$ cat src/hdl/kdcar_pkg.sv
`timescale 1ns / 1ps
// ----------------------------------------------------------------------------
// Key click decoder package
// Shared payload types, register indexes and reset values.
// ----------------------------------------------------------------------------
package kdcar_pkg;

  localparam int unsigned ELAPSED_W = 9;
  localparam logic [ELAPSED_W-1:0] ELAPSED_MAX = '1;

  localparam int unsigned CFG_IDX_W = 2;
  localparam logic [CFG_IDX_W-1:0] CFG_DOUBLE_CLICK_WINDOW  = 2'd0;
  localparam logic [CFG_IDX_W-1:0] CFG_INITIAL_REPEAT_DELAY = 2'd1;
  localparam logic [CFG_IDX_W-1:0] CFG_REPEAT_INTERVAL      = 2'd2;

  localparam int unsigned RST_DOUBLE_CLICK_WINDOW  = 30;
  localparam int unsigned RST_INITIAL_REPEAT_DELAY = 50;
  localparam int unsigned RST_REPEAT_INTERVAL      = 10;

  typedef struct packed {
    logic key1_down;
    logic key2_down;
    logic key3_short_press;
    logic key4_short_press;
  } tick_t;

  typedef struct packed {
    logic key1_fire;
    logic key2_fire;
    logic key3_single_click;
    logic key3_double_click;
    logic key4_single_click;
    logic key4_double_click;
    logic any_event;
  } result_t;

endpackage

$ cat src/hdl/kdcar_stream_if.sv
`timescale 1ns / 1ps
// ----------------------------------------------------------------------------
// Key click decoder stream channel
// Valid/ready channel carrying one payload per transaction.
// ----------------------------------------------------------------------------
interface kdcar_stream_if #(
  parameter type payload_t = logic
);
  logic     valid;
  logic     ready;
  payload_t payload;

  modport source (output valid, output payload, input ready);
  modport sink   (input valid, input payload, output ready);
endinterface

$ cat src/hdl/kdcar_click.sv
`timescale 1ns / 1ps
// ----------------------------------------------------------------------------
// Key click decoder: click detector
// Tells single from double clicks of one short-press key.
// ----------------------------------------------------------------------------
module kdcar_click #(
  parameter int unsigned DELAY_WIDTH = 8
) (
  input  logic                   clk_i,
  input  logic                   rst_ni,
  input  logic                   step_i,
  input  logic                   press_i,
  input  logic [DELAY_WIDTH-1:0] window_i,
  output logic                   single_o,
  output logic                   double_o
);

  localparam int unsigned CMP_W =
    (DELAY_WIDTH > kdcar_pkg::ELAPSED_W) ? DELAY_WIDTH : kdcar_pkg::ELAPSED_W;

  logic                          waiting_q, waiting_d;
  logic [kdcar_pkg::ELAPSED_W-1:0] elapsed_q, elapsed_d;
  logic [kdcar_pkg::ELAPSED_W-1:0] elapsed_inc;
  logic                          expire;
  logic                          still_waiting;

  always_comb begin
    elapsed_inc = elapsed_q;
    if (waiting_q && (elapsed_q != kdcar_pkg::ELAPSED_MAX)) begin
      elapsed_inc = elapsed_q + 1'b1;
    end
    expire        = waiting_q && (CMP_W'(elapsed_inc) > CMP_W'(window_i));
    still_waiting = waiting_q && !expire;

    single_o  = expire;
    double_o  = 1'b0;
    waiting_d = still_waiting;
    elapsed_d = elapsed_inc;
    if (press_i) begin
      if (still_waiting) begin
        double_o  = 1'b1;
        waiting_d = 1'b0;
      end else begin
        waiting_d = 1'b1;
        elapsed_d = '0;
      end
    end
  end

  always_ff @(posedge clk_i or negedge rst_ni) begin
    if (!rst_ni) begin
      waiting_q <= 1'b0;
      elapsed_q <= '0;
    end else if (step_i) begin
      waiting_q <= waiting_d;
      elapsed_q <= elapsed_d;
    end
  end

endmodule

$ cat src/hdl/kdcar_repeat.sv
`timescale 1ns / 1ps
// ----------------------------------------------------------------------------
// Key click decoder: auto-repeat
// Fires on press, after the initial delay, then every repeat interval.
// ----------------------------------------------------------------------------
module kdcar_repeat #(
  parameter int unsigned DELAY_WIDTH = 8
) (
  input  logic                   clk_i,
  input  logic                   rst_ni,
  input  logic                   step_i,
  input  logic                   down_i,
  input  logic [DELAY_WIDTH-1:0] initial_delay_i,
  input  logic [DELAY_WIDTH-1:0] interval_i,
  output logic                   fire_o
);

  logic                   held_q, held_d;
  logic [DELAY_WIDTH-1:0] count_q, count_d;
  logic [DELAY_WIDTH-1:0] count_dec;

  always_comb begin
    count_dec = count_q - 1'b1;
    fire_o    = 1'b0;
    held_d    = held_q;
    count_d   = count_q;
    if (down_i) begin
      if (!held_q) begin
        held_d  = 1'b1;
        count_d = initial_delay_i;
        fire_o  = 1'b1;
      end else if (count_q != '0) begin
        if (count_dec == '0) begin
          count_d = interval_i;
          fire_o  = 1'b1;
        end else begin
          count_d = count_dec;
        end
      end
    end else begin
      held_d  = 1'b0;
      count_d = '0;
    end
  end

  always_ff @(posedge clk_i or negedge rst_ni) begin
    if (!rst_ni) begin
      held_q  <= 1'b0;
      count_q <= '0;
    end else if (step_i) begin
      held_q  <= held_d;
      count_q <= count_d;
    end
  end

endmodule

$ cat src/hdl/key_double_click_auto_repeat.sv
`timescale 1ns / 1ps
// Ticks pass the input register, then the output register, to give results.
// Throughput: one tick per cycle; while a result stalls the input register
// takes one more tick, then the tick channel stalls until the result is taken.
// Reset clears all key state and both pipeline stages and restores the
// registers to window 30, initial delay 50 and repeat interval 10.
// ----------------------------------------------------------------------------
// Key click decoder top level
// Double-click detection for keys 3 and 4, auto-repeat for keys 1 and 2.
// ----------------------------------------------------------------------------
module key_double_click_auto_repeat #(
  parameter int unsigned DELAY_WIDTH = 8
) (
  input  logic                              clk_i,
  input  logic                              rst_ni,
  kdcar_stream_if.sink                      tick_i,
  kdcar_stream_if.source                    result_o,
  input  logic                              cfg_we_i,
  input  logic [kdcar_pkg::CFG_IDX_W-1:0]   cfg_idx_i,
  input  logic [DELAY_WIDTH-1:0]            cfg_wdata_i
);

  logic [DELAY_WIDTH-1:0] window_q;
  logic [DELAY_WIDTH-1:0] initial_delay_q;
  logic [DELAY_WIDTH-1:0] interval_q;

  logic               s1_valid_q;
  kdcar_pkg::tick_t   s1_tick_q;
  logic               out_valid_q;
  kdcar_pkg::result_t out_q;
  kdcar_pkg::result_t result_d;

  logic s2_ready;
  logic s1_adv;
  logic tick_accept;

  assign s2_ready    = !out_valid_q || result_o.ready;
  assign s1_adv      = s1_valid_q && s2_ready;
  assign tick_i.ready = !s1_valid_q || s2_ready;
  assign tick_accept = tick_i.valid && tick_i.ready;

  always_ff @(posedge clk_i or negedge rst_ni) begin
    if (!rst_ni) begin
      window_q        <= DELAY_WIDTH'(kdcar_pkg::RST_DOUBLE_CLICK_WINDOW);
      initial_delay_q <= DELAY_WIDTH'(kdcar_pkg::RST_INITIAL_REPEAT_DELAY);
      interval_q      <= DELAY_WIDTH'(kdcar_pkg::RST_REPEAT_INTERVAL);
    end else if (cfg_we_i) begin
      unique case (cfg_idx_i)
        kdcar_pkg::CFG_DOUBLE_CLICK_WINDOW:  window_q        <= cfg_wdata_i;
        kdcar_pkg::CFG_INITIAL_REPEAT_DELAY: initial_delay_q <= cfg_wdata_i;
        kdcar_pkg::CFG_REPEAT_INTERVAL:      interval_q      <= cfg_wdata_i;
        default: ;
      endcase
    end
  end

  kdcar_click #(.DELAY_WIDTH(DELAY_WIDTH)) u_click3 (
    .clk_i    (clk_i),
    .rst_ni   (rst_ni),
    .step_i   (s1_adv),
    .press_i  (s1_tick_q.key3_short_press),
    .window_i (window_q),
    .single_o (result_d.key3_single_click),
    .double_o (result_d.key3_double_click)
  );

  kdcar_click #(.DELAY_WIDTH(DELAY_WIDTH)) u_click4 (
    .clk_i    (clk_i),
    .rst_ni   (rst_ni),
    .step_i   (s1_adv),
    .press_i  (s1_tick_q.key4_short_press),
    .window_i (window_q),
    .single_o (result_d.key4_single_click),
    .double_o (result_d.key4_double_click)
  );

  kdcar_repeat #(.DELAY_WIDTH(DELAY_WIDTH)) u_repeat1 (
    .clk_i           (clk_i),
    .rst_ni          (rst_ni),
    .step_i          (s1_adv),
    .down_i          (s1_tick_q.key1_down),
    .initial_delay_i (initial_delay_q),
    .interval_i      (interval_q),
    .fire_o          (result_d.key1_fire)
  );

  kdcar_repeat #(.DELAY_WIDTH(DELAY_WIDTH)) u_repeat2 (
    .clk_i           (clk_i),
    .rst_ni          (rst_ni),
    .step_i          (s1_adv),
    .down_i          (s1_tick_q.key2_down),
    .initial_delay_i (initial_delay_q),
    .interval_i      (interval_q),
    .fire_o          (result_d.key2_fire)
  );

  assign result_d.any_event = result_d.key1_fire | result_d.key2_fire |
                              result_d.key3_single_click | result_d.key3_double_click |
                              result_d.key4_single_click | result_d.key4_double_click;

  always_ff @(posedge clk_i or negedge rst_ni) begin
    if (!rst_ni) begin
      s1_valid_q  <= 1'b0;
      out_valid_q <= 1'b0;
    end else begin
      if (tick_accept) begin
        s1_valid_q <= 1'b1;
      end else if (s1_adv) begin
        s1_valid_q <= 1'b0;
      end
      if (s1_adv) begin
        out_valid_q <= 1'b1;
      end else if (result_o.ready) begin
        out_valid_q <= 1'b0;
      end
    end
  end

  always_ff @(posedge clk_i) begin
    if (tick_accept) begin
      s1_tick_q <= tick_i.payload;
    end
    if (s1_adv) begin
      out_q <= result_d;
    end
  end

  assign result_o.valid   = out_valid_q;
  assign result_o.payload = out_q;

endmodule

$ cat src/flat_wrapper.sv
// flat-port wrapper written by rule: the top's interface ports become plain ports
module key_double_click_auto_repeat_flat 
#(
  parameter int unsigned DELAY_WIDTH = 8
)
  (clk_i, rst_ni, cfg_we_i, cfg_idx_i, cfg_wdata_i, tick_i_valid, tick_i_payload, tick_i_ready, result_o_valid, result_o_payload, result_o_ready);
  kdcar_stream_if #(.payload_t(kdcar_pkg::tick_t)) tick_i_i ();
  kdcar_stream_if #(.payload_t(kdcar_pkg::result_t)) result_o_i ();
  input  logic clk_i;
  input  logic rst_ni;
  input  logic cfg_we_i;
  input  logic [kdcar_pkg::CFG_IDX_W-1:0] cfg_idx_i;
  input  logic [DELAY_WIDTH-1:0] cfg_wdata_i;
  input wire logic [$bits(tick_i_i.valid)-1:0] tick_i_valid;
  input wire logic [$bits(tick_i_i.payload)-1:0] tick_i_payload;
  output wire logic [$bits(tick_i_i.ready)-1:0] tick_i_ready;
  output wire logic [$bits(result_o_i.valid)-1:0] result_o_valid;
  output wire logic [$bits(result_o_i.payload)-1:0] result_o_payload;
  input wire logic [$bits(result_o_i.ready)-1:0] result_o_ready;
  assign tick_i_i.valid = tick_i_valid;
  assign tick_i_i.payload = tick_i_payload;
  assign tick_i_ready = tick_i_i.ready;
  assign result_o_valid = result_o_i.valid;
  assign result_o_payload = result_o_i.payload;
  assign result_o_i.ready = result_o_ready;
  key_double_click_auto_repeat #(.DELAY_WIDTH(DELAY_WIDTH)) u_core (.clk_i(clk_i), .rst_ni(rst_ni), .tick_i(tick_i_i), .result_o(result_o_i), .cfg_we_i(cfg_we_i), .cfg_idx_i(cfg_idx_i), .cfg_wdata_i(cfg_wdata_i));
endmodule
$ cat config.mk
export PLATFORM = sky130hd
export DESIGN_NAME = key_double_click_auto_repeat_flat
export DESIGN_NICKNAME = d
export VERILOG_FILES = /design/src/hdl/kdcar_pkg.sv /design/src/hdl/kdcar_stream_if.sv /design/src/hdl/kdcar_click.sv /design/src/hdl/kdcar_repeat.sv /design/src/hdl/key_double_click_auto_repeat.sv /design/src/flat_wrapper.sv
export SDC_FILE = /design/constraint.sdc
export NUM_CORES = 1
export LEC_CHECK = 0
export BUFFER_PORTS_ARGS = -buffer_cell sky130_fd_sc_hd__buf_2
export CORE_ASPECT_RATIO = 1.2
export CORE_UTILIZATION = 45
export DETAILED_ROUTE_END_ITERATION = 10
export SYNTH_ARGS = -nofsm -noshare
export SYNTH_HDL_FRONTEND = slang
export SYNTH_SLANG_ARGS = --single-unit
$ cat constraint.sdc
create_clock -name clk_i -period 7.2 [get_ports clk_i]
set_input_delay 1.44 -clock clk_i [delete_from_list [all_inputs] [get_ports clk_i]]
set_output_delay 1.44 -clock clk_i [all_outputs]
set_load 0.01 [all_outputs]
Word-level counts from Yosys, hierarchy flattened:

Cells that the tools add are included.
Widths: inputs -> output; s select.

* bits in registers: 75
* input bits: 19
* output and inout bits: 9
* word-level logic and storage cells: 103

* add/sub/neg operators: 4
* $lt $le $gt $ge: 2
* equal/unequal tests: 6
* mux-type cells: 36
* bitwise logic cells: 5
* reductions and logical operators: 26

Operator list (count)
* $mux 8: 8
* $mux 9: 6
* $mux 1: 22
* $add 9x1->9 const B: 2
* $gt 9x8->1: 2
* $ne 9x9->1 const B: 2
* $logic_not 8->1: 2
* $reduce_bool 8->1: 2
* $sub 8x1->8 const B: 2
* $reduce_and 2->1: 5
* $logic_and 1x1->1: 8
* $ne 3x3->1 const B: 2
* $or 1x1->1: 5
* $logic_not 1->1: 4
* $reduce_bool 2->1: 2
* $eq 2x1->1 const B: 1
* $eq 2x2->1 const B: 1
* $logic_not 2->1: 1
* $logic_or 1x1->1: 2

Logic depth before layout (Yosys ltp):

* word-level depth: 12
* mapped depth: 19
* depth with buffers taken out: 18

Hierarchy:

From an unflattened synthesis, not the netlist that was laid out.

* cell total of the unflattened synthesis: 500
* area total of the unflattened synthesis: 4809.6 µm²

By module, submodules not included
* kdcar_repeat: instances 2, cells an instance 107, area an instance 802.0 µm², sequential area each 225.2 µm²
* key_double_click_auto_repeat: instances 1, cells an instance 73, area an instance 1356.3 µm², sequential area each 992.2 µm²
* kdcar_click at u_core.u_click3: instances 1, cells an instance 106, area an instance 930.9 µm², sequential area each 250.2 µm²
* kdcar_click at u_core.u_click4: instances 1, cells an instance 107, area an instance 918.4 µm², sequential area each 250.2 µm²

Worst setup path before layout:

Ideal clock, no wire load.

* path kind: reg-to-reg
* from: register u_core.u_click4.elapsed_q[0] (netlist bit)
* to: register u_core.out_q (netlist bit u_core.result_o.payload[0]) (data pin)
* library setup time: 0.272 ns
* arrival: 3.866 ns
* required time: 6.928 ns
* setup slack: 3.063 ns
* cell stages (with the launch flop): 20
* path buffers: 1
* period minus slack after synthesis: 4.137 ns
* cells stage by stage: dfrtp_1 > ha_1 > and3_1 > and3_1 > ha_1 > nor2b_1 > clkbuf_1 > and4_1 > nand3_1 > xnor2_1 > ha_1 > nand4_1 > a21oi_1 > nor2_1 > o21ai_0 > nor2_1 > ha_1 > or3_1 > o41ai_1 > or4b_1

RTL lines
* from (decl): line kdcar_click.sv:22 `logic [kdcar_pkg::ELAPSED_W-1:0] elapsed_q, elapsed_d;`
* from (signal assigned): line kdcar_click.sv:56 `elapsed_q <= elapsed_d;`
* to (signal assigned): line key_double_click_auto_repeat.sv:124 `out_q <= result_d;`
* to (decl): line key_double_click_auto_repeat.sv:30 `kdcar_pkg::result_t out_q;`

==> impl_metrics.py <==
metrics = {
    "run_status": {
        "status": "finished clean",
    },
    "die": {
        "die_h_um": 110,
        "design.die.area_um2": 10100,
        "core-area_um2": 9220,
        "row_count": 38,
        "die_x_um": 91.7,
        "start_util_pct": 47.2,
        "io_pins": 28,
    },
    "timing": {
        "clock_skew_ns": 0.00976,
        "finalHoldViolCount": 0,
        "setup_viol": 0,
        "worst_slew_pin_slew_ns": 0.956,
        "rsz0062_at_grt": "false",
        "fin_tns_setup_ns": 0,
        "maxClockFrequency_ghz": 0.215,
        "min_period_over_period_pct": 64.5,
        "slew_headroom_pct": 35.7,
        "drv_slew": 0,
        "fin_crit_ns": 4.64,
    },
    "synthesis": {
        "synth_area_leaders": "dfrtp_1 (32%), edfxtp_1 (7.6%), ha_1 (7.5%), dfstp_2 (5.4%), nand2_1 (5.3%)",
        "syn_area_um2": 4350,
        "synth_cell_types": 57,
        "syn_inst": 443,
        "ys_seq_elements": 75,
        "async_flop_share_pct": 85.3,
        "ys_warn_count": 0,
        "synth_edf_count": 11,
        "yosys.area.top_type": "dfrtp_1",
        "ys.flop_type": "dfrtp_1",
        "synthesis.nets": 488,
        "synth-seq-area-share_pct": 44.7,
        "avgSynthCellArea_um2": 9.82,
        "synth_top_area_share_pct": 31.6,
    },
    "final_layout": {
        "final_nets": 518,
        "layout_common_cells": "nand2_1 (61), dfrtp_1 (55), o21ai_0 (45), buf_2 (27), ha_1 (26)",
        "drive_above_1_share_pct": 17.6,
        "final_area_um2": 4830,
        "layout_commonest_cell": "nand2_1",
        "fillers": 843,
        "n_antenna_cell": 0,
        "area_delta_synth_final_pct": 11.1,
    },
    "drt": {
        "vias_per_cell": 5.76,
        "vias": 3443,
        "drc": 0,
        "wl_um": 10200,
        "firstDrtPassIters": 4,
        "drt-wirelength-per-cell_um": 17.0,
        "drt_iter0_drc": 161,
        "final_antenna_net_count": 0,
    },
    "clock_network": {
        "clock_latency_ns": 0.35,
        "numCtsBuffers": 9,
        "htree_levels": 3,
        "cts-root-buf": "clkbuf_8",
        "ctsResizeCount": 0,
        "cts_sinks": 75,
        "post_cts_buffers": 0,
        "clk_pin_slew_ns": 0.08,
        "postCtsHoldBufs": 0,
        "cts_buffer_depth": 2,
        "cts_tree": "done",
    },
    "hold_path": {
        "holdPathStages": 1,
        "hold_end": "u_core.result_o.valid",
        "min_path_type": "register to register",
        "min_from": "u_core.s1_valid_q",
    },
    "setup_path": {
        "rrSetupSlack_ns": 2.56,
        "arrival_ns": 4.74,
        "r2r_end": "u_core.result_o.payload[0]",
        "r2r_cells": 17,
        "cp.required_ns": 7.30,
        "critPathKind": "register to register",
        "timing.rr.start": "u_core.u_click3.elapsed_q[0]",
        "crit_path_start_kind": "register",
        "path_max_fanout": 8,
        "critPathCaptureType": "register",
    },
    "grt": {
        "grt_max_degree": 65,
        "grt-ovfl-total": 0,
        "grt_pass1_vias": 3430,
        "antenna_found_initial": 0,
        "grt_pass1_wl_um": 16900,
        "use_met2_pct": 39.1,
        "grt_use_met1_pct": 26.4,
        "use_met3_pct": 3.87,
        "track_usage_pct": 22.0,
        "grt-busiest-layer": "met2",
    },
    "power": {
        "leakagePower_nw": 2.10,
        "peakVddDrop_uv": 138,
        "power.density_nw_per_um2": 308,
    },
    "placement": {
        "gp_congestion": 0.876,
        "dpl_cell_area_um2": 4620,
        "port_buffers": 27,
        "dp_hpwl_um": 7570,
    },
    "run": {
        "drv_cap": 0,
    },
}
[cell families after synthesis]
logic type,Yosys count,share of synthesized area (%)
xor+xnor,18,3.62
buf+inv,35,3.05
compound gates,108,16.0
fa+ha+maj,26,7.48
simple gates,157,19.1
flops,75,44.7
mux,24,6.10
[state kept, by name, indices dropped and copies added (netlist names)]
register and count:
u_core.u_repeat2.held_q 1, u_core.window_q 8, u_core.interval_q 8, u_core.s1_tick_q 4
u_core.u_click3.elapsed_q 9, u_core.u_repeat2.count_q 8, u_core.result_o.valid 1, u_core.result_o.payload 7
u_core.u_repeat1.count_q 8, u_core.u_repeat1.held_q 1, u_core.u_click4.elapsed_q 9, u_core.u_click3.waiting_q 1
u_core.initial_delay_q 8, u_core.s1_valid_q 1, u_core.u_click4.waiting_q 1
[worst max path at each step]
| stage | start | end | slack (ns) | depth (start not counted) |
|---|---|---|---|---|
| floorplan | u_core.u_click4.elapsed_q[0] | u_core.result_o.payload[0] | 3.06 | 19 |
| global placement | u_core.u_click3.elapsed_q[0] | u_core.result_o.payload[0] | 2.77 | 17 |
| detailed placement | u_core.u_click3.elapsed_q[0] | u_core.result_o.payload[0] | 2.60 | 17 |
| CTS | u_core.u_click3.elapsed_q[0] | u_core.result_o.payload[0] | 2.59 | 17 |
| global route | u_core.u_click4.elapsed_q[0] | u_core.result_o.payload[0] | 2.22 | 18 |
| finish | u_core.u_click3.elapsed_q[0] | u_core.result_o.payload[0] | 2.56 | 17 |
[final cells by class]
class | count | area (um^2) | share of cell area [%]
clock buffers | 10 | 128 | 2.64
clock inverters | 6 | 87.6 | 1.81
inverters | 23 | 86.3 | 1.79
multi-input cells | 333 | 2270 | 47.0
flip-flops and latches | 75 | 1940 | 40.2
well taps | 120 | 150 | 3.11
repair buffers | 31 | 165 | 3.42
[report_power, final]
part | internal [W] | total [W] | switching, W
combinational | 0.000219 | 0.000503 | 0.000283
sequential | 0.000522 | 0.000627 | 0.000105
clock | 0.000196 | 0.000357 | 0.000161
[synth_stat cells (11+ instances only)]
| cell | count |
|---|---|
| o21ai_0 | 45 |
| a21oi_1 | 13 |
| edfxtp_1 | 11 |
| nand3_1 | 14 |
| ha_1 | 26 |
| nand2_1 | 61 |
| nand4_1 | 11 |
| inv_1 | 23 |
| xnor2_1 | 12 |
| mux2_2 | 20 |
| dfrtp_1 | 55 |
| nor2_1 | 22 |
[through the flow]
| stage | instances | power (W) | hold WS [ns] | util (%) | setup slack, ns |
|---|---|---|---|---|---|
| floorplan | 443 | 0.000995 | 0.457 | - | 3.06 |
| global placement | 582 | 0.00112 | 0.472 | 50.1 | 2.77 |
| detailed placement | 582 | 0.00114 | 0.485 | 50.1 | 2.60 |
| CTS | 598 | 0.00150 | 0.499 | 52.4 | 2.59 |
| global route | 598 | 0.00159 | 0.508 | 52.4 | 2.22 |
| finish | 598 | 0.00149 | 0.503 | 52.4 | 2.56 |
[routing by layer]
| layer | wire length (um) | up-vias |
|---|---|---|
| li1 | - | 1683 |
| met1 | 4500 | 1691 |
| met2 | 5160 | 53 |
| met3 | 261 | 16 |
| met4 | 263 | 0 |
| met5 | 0 | - |
[worst max-delay path, stage by stage, from the launching register on]
cell and delay [ns]:
dfrtp_1 0.44, ha_1 0.27, nand3_1 0.09, nor2_1 0.05, ha_1 0.20, nor2b_1 0.42, nand4_1 0.32, or2_2 0.41
xnor2_1 0.13, ha_1 0.29, nand3_1 0.09, a31oi_1 0.28, nor2b_1 0.10, o21a_1 0.20, ha_1 0.22, or3_1 0.37
o41ai_1 0.06, or4b_1 0.45
No activity file was read; power rests on OpenSTA's default activity.
